`src/rtl/ssir_pkg.sv`:
```
// shared types and constants for the sorted set insert/remove unit
// no dependencies; used by ssir_cell and sorted_set_insert_remove_unit
package ssir_pkg;

    localparam int CAPACITY_DEF = 64;
    localparam int VALUE_W      = 32;
    localparam int STATUS_W     = 3;
    localparam int ENTRY_CNT_W  = 7;

    localparam logic [STATUS_W-1:0] ST_INSERTED  = 3'd0;
    localparam logic [STATUS_W-1:0] ST_DUPLICATE = 3'd1;
    localparam logic [STATUS_W-1:0] ST_REMOVED   = 3'd2;
    localparam logic [STATUS_W-1:0] ST_NOT_FOUND = 3'd3;
    localparam logic [STATUS_W-1:0] ST_FULL      = 3'd4;

    localparam logic OP_INSERT = 1'b0;
    localparam logic OP_REMOVE = 1'b1;

    typedef enum logic [1:0] {
        S_IDLE,
        S_CMP,
        S_UPD,
        S_RES
    } t_state;

    // control broadcast from the sequencer to every cell
    typedef struct packed {
        logic cmp_en;
        logic upd_en;
        logic remove;
    } t_cell_ctl;

endpackage

```
`src/rtl/ssir_cell.sv`:
```
// one slot of the ordered store: holds one entry, compares it against the
// request value and shifts with its neighbours; depends on ssir_pkg
module ssir_cell (
    input  logic                         i_clk,
    input  ssir_pkg::t_cell_ctl          i_ctl,
    input  logic [ssir_pkg::VALUE_W-1:0] i_value,
    input  logic                         i_occ,
    input  logic                         i_left_lt,
    input  logic [ssir_pkg::VALUE_W-1:0] i_left_entry,
    input  logic [ssir_pkg::VALUE_W-1:0] i_right_entry,
    output logic [ssir_pkg::VALUE_W-1:0] o_entry,
    output logic                         o_lt,
    output logic                         o_eq
);
    import ssir_pkg::*;

    logic [VALUE_W-1:0] r_entry;
    logic [VALUE_W-1:0] n_entry;
    logic               r_lt;
    logic               r_eq;

    // compare phase: flags only for occupied slots
    always_ff @(posedge i_clk) begin
        if (i_ctl.cmp_en) begin
            r_lt <= i_occ && ($signed(r_entry) < $signed(i_value));
            r_eq <= i_occ && (r_entry == i_value);
        end
        if (i_ctl.upd_en) begin
            r_entry <= n_entry;
        end
    end

    // insert: slots below the insertion point keep, the boundary slot takes
    // the value, higher slots take the left neighbour; remove pulls from the right
    always_comb begin
        if (r_lt) begin
            n_entry = r_entry;
        end else if (i_ctl.remove) begin
            n_entry = i_right_entry;
        end else if (i_left_lt) begin
            n_entry = i_value;
        end else begin
            n_entry = i_left_entry;
        end
    end

    assign o_entry = r_entry;
    assign o_lt    = r_lt;
    assign o_eq    = r_eq;

endmodule

```
`config.mk`:
```
export PLATFORM = sky130hd
export DESIGN_NAME = ssir_cell
export DESIGN_NICKNAME = d
export VERILOG_FILES = /design/src/rtl/ssir_pkg.sv /design/src/rtl/ssir_cell.sv
export SDC_FILE = /design/constraint.sdc
export NUM_CORES = 1
export LEC_CHECK = 0
export CORE_MARGIN = 2
export CORE_UTILIZATION = 50
export CTS_BUF_LIST = sky130_fd_sc_hd__clkbuf_2 sky130_fd_sc_hd__clkbuf_4 sky130_fd_sc_hd__clkbuf_8
export DETAILED_ROUTE_END_ITERATION = 7
export DONT_BUFFER_PORTS = 1
export GPL_ROUTABILITY_DRIVEN = 0
export SYNTH_ARGS = -nofsm -noshare
export SYNTH_HDL_FRONTEND = slang
export SYNTH_SLANG_ARGS = --single-unit
export TNS_END_PERCENT = 50
```
`constraint.sdc`:
```
create_clock -name i_clk -period 3 [get_ports i_clk]
set_clock_uncertainty 0.2 [all_clocks]
set_input_delay 0.15 -clock i_clk [delete_from_list [all_inputs] [get_ports i_clk]]
set_output_delay 0.15 -clock i_clk [all_outputs]
set_load 0.05 [all_outputs]
```
==> run summary <==
Before antenna repair, the detailed router went through 4 iterations. The die is 75.0 um tall. The clock net in this run drives a total of 34 sinks. The average cell area after synthesis is 9.70 um^2.

For this run, the number of Yosys warnings is 0. The signal on the critical path passes through ha_1, nand4_1, nor4_2, a22oi_1, a21oi_2, mux2i_1. The register bit total from synthesis is 34. The required time of the critical path came out at 2.93 ns. The clock insertion delay at the later pin of the skew report came out at 0.28 ns. The tightest slew margin relative to the limit came out at 63.2%. The hold violation count in the final report came to 0.

The post-synthesis net count came out at 394. The minimum clock period after layout is 2.29 ns. The sum of routed wire length over all layers came out at 6.81 mm. The first-iteration detailed-routing DRC count is 144. The synthesized instance count is 260. The initial utilization of the core area, before any placement, comes to 52.7%. The proportion of power drawn by flip-flops and latches came out at 46.6%. The average wire per cell in the routed design came out at 16.6 um. The class of the worst hold path is in2reg. The total leakage power came out at 1.59 nW.

The clock tree from TritonCTS is done. The cell area power density is 387 nW/um^2. Clock-pin slew was measured on the worst setup and hold paths at 0.07 ns. The library cell occupying the most area in the post-synthesis netlist is edfxtp_1. The global-route usage over all layers came out at 24.3%.

The floorplan row count came out at 25. The number of ports placed on the die boundary is 136. The ratio of final minimum period to clock period came out at 76.3%.

The arrival time at the worst endpoint came out at 2.22 ns. The number of buffers created by CTS is 5. The synthesis-to-finish area growth is 38.3%.

The HPWL after detailed placement is 4.20 mm. Combinational cells account for 28.7% of the total power. For this design, the slowest cell found on the critical path is edfxtp_1. The width of the die came out at 75.0 um. The number of antenna diodes in the final layout is 0. The largest voltage drop on the vdd net is 0.268 mV. Sequential cells were found to cover 40.5% of the synthesized design area. STA classifies the critical path startpoint as a register.

The leading cell type in the layout, fill and taps excluded is dlygate4sd3_1. Setup total negative slack on the finished layout was measured at 0 ns. Leaving out fill and tap cells, the most frequent cells in the layout are dlygate4sd3_1, nand2_1, o21ai_0. The H-tree generated during clock tree synthesis spans 2 levels.

Before CTS, the worst setup slack after placement is 0.718 ns. The final setup violation count is 0. The analysis attributes to net switching a power of 0.000419 W.

The netlist area before placement came out at 2520 um^2. The die outline area is 5630 um^2. The final count of pins violating max slew is 0. The top cell type by area accounts for 40.5% of the synthesized area.

The clock tree root buffer cell is clkbuf_8. The number of different library cells used by synthesis comes to 25. The delay of the slowest cell on the worst path is 0.61 ns.

The nature of the critical path endpoint is a register. Along the worst path, the maximum fanout reaches 2. The flow ran to the end, and the final reports show no timing, DRC or antenna violations. The highest achievable clock rate came out at 437 MHz. The global-route wire length before repair came out at 10.1 mm. The clock share of power is 24.7%. The total via count in the routed design came out at 2182.

The share of cells above drive strength 1 came out at 10.5%. Setup repair after global routing left no endpoint under its margin. On the critical path the largest part of the delay comes from flip-flops. The cell internal power dissipation is 0.000932 W.

After detailed routing, the number of vias per cell comes to 5.31. At the end of the flow, the number of nets in the layout was 478. Yosys attributes the largest share of cell area to edfxtp_1, ha_1, mux2i_1. The final worst setup slack came out at 0.710 ns. The maximum buffer depth of the clock tree is 2. The final cell utilization of the core is 72.9%. In this run the remaining antenna-violating nets after routing total 0. For this run, design rule violations remaining after detail routing come to 0. The number of instances resized during post-cts repair is 0. The total area inside the core boundary comes to 4790 um^2. The leftover overflow at the end of global routing is 0.

The switching share of power is 31.0%. The count of max-cap constraint violations is 0. In this run the tool buffered the top-level ports with 0 buffer cells. The slew at the pin with the worst max-slew slack came out at 0.552 ns. Entering global routing, the biggest net connects 55 pins.

The number of global-route vias before repair came out at 2193. The critical path class is reg2reg. The number of buffers and inverters on the critical path is 0. The number of antenna violations at the first check in global routing is 0.
-- registers in the layout, indices dropped and copies added, names as in the netlist --
| signal | count |
|---|---|
| o_eq | 1 |
| o_entry | 32 |
| o_lt | 1 |
-- final timing paths --
kind / end / cells after the start / slack, ns / from
worst max-delay path: o_lt / 6 / 0.71 / o_entry[8]
worst min register to register: o_lt / 3 / 0.65 / o_entry[31]
worst max register to register: o_lt / 6 / 0.71 / o_entry[8]
worst min-delay path: o_entry[14] / 2 / 0.004 / i_left_entry[14]
-- power by group through the flow --
stage / combinational, W / clock, W / sequential, W
6_report: 0.000387 / 0.000334 / 0.000630
5_1_grt: 0.000425 / 0.000353 / 0.000634
4_1_cts: 0.000382 / 0.000344 / 0.000630
3_5_place_dp: 0.000286 / 0 / 0.000640
3_3_place_gp: 0.000282 / 0 / 0.000639
2_1_floorplan: 0.000168 / 0 / 0.000704
-- synth_stat cells --
| master | number |
|---|---|
| nand2_1 | 40 |
| o21ai_0 | 36 |
| edfxtp_1 | 34 |
| inv_1 | 34 |
| mux2i_1 | 33 |
| ha_1 | 32 |
| a21oi_1 | 14 |
| clkbuf_1 | 8 |
| nand4_1 | 5 |
| buf_2 | 3 |
| nand3_1 | 3 |
| a21o_1 | 2 |
| a21oi_2 | 2 |
| nor2_1 | 2 |
| o21a_1 | 2 |
| a2111oi_4 | 1 |
| a22oi_1 | 1 |
| nand2b_1 | 1 |
| nand3b_1 | 1 |
| nand4_2 | 1 |
| nor2b_1 | 1 |
| nor3_1 | 1 |
| nor4_1 | 1 |
| nor4_2 | 1 |
| o21ai_1 | 1 |
-- kinds of logic after synthesis --
group	after synthesis	synth area share, %
adder cells (fa/ha/maj)	32	15.9
AND/OR/NAND/NOR	57	10.3
flip-flops	34	40.5
AO/OA/AOI/OAI	59	13.4
buffers and inverters	45	6.85
multiplexers	33	13.1
-- area by class of cell --
class,instances,area (um^2)
Sequential cell,34,1020
Multi-Input combinational cell,181,1340
Tap cell,67,83.8
Fill cell,383,1300
Clock buffer,7,83.8
Timing Repair Buffer,88,836
Inverter,34,128
-- repair_timing --
action	4_1_cts	5_1_grt
buffers inserted	0	0
endpoints found under the hold margin	36	0
setup endpoints to repair	0	0
hold buffers	66	0
-- per-stage QoR --
step                power [W]  hold WS [ns]  instances  instance area (um^2)
finish                0.00135       0.00384        411                  3490
global route          0.00141        0.0496        411                  3490
CTS                   0.00136       0.00375        411                  3490
detailed placement   0.000926        0.0630        338                  2730
global placement     0.000921        0.0630        338                  2730
floorplan            0.000873        0.0625        260                  2520
-- per-layer routing --
layer  track usage (%)  up-vias  routed length [um]
met3              5.49        8                 603
met5                 0        -                   0
li1                  -     1085                   -
met4              8.33        0                  85
met2              41.9      105                3370
met1              30.0      984                2760
No activity file was read; power rests on OpenSTA's default activity.
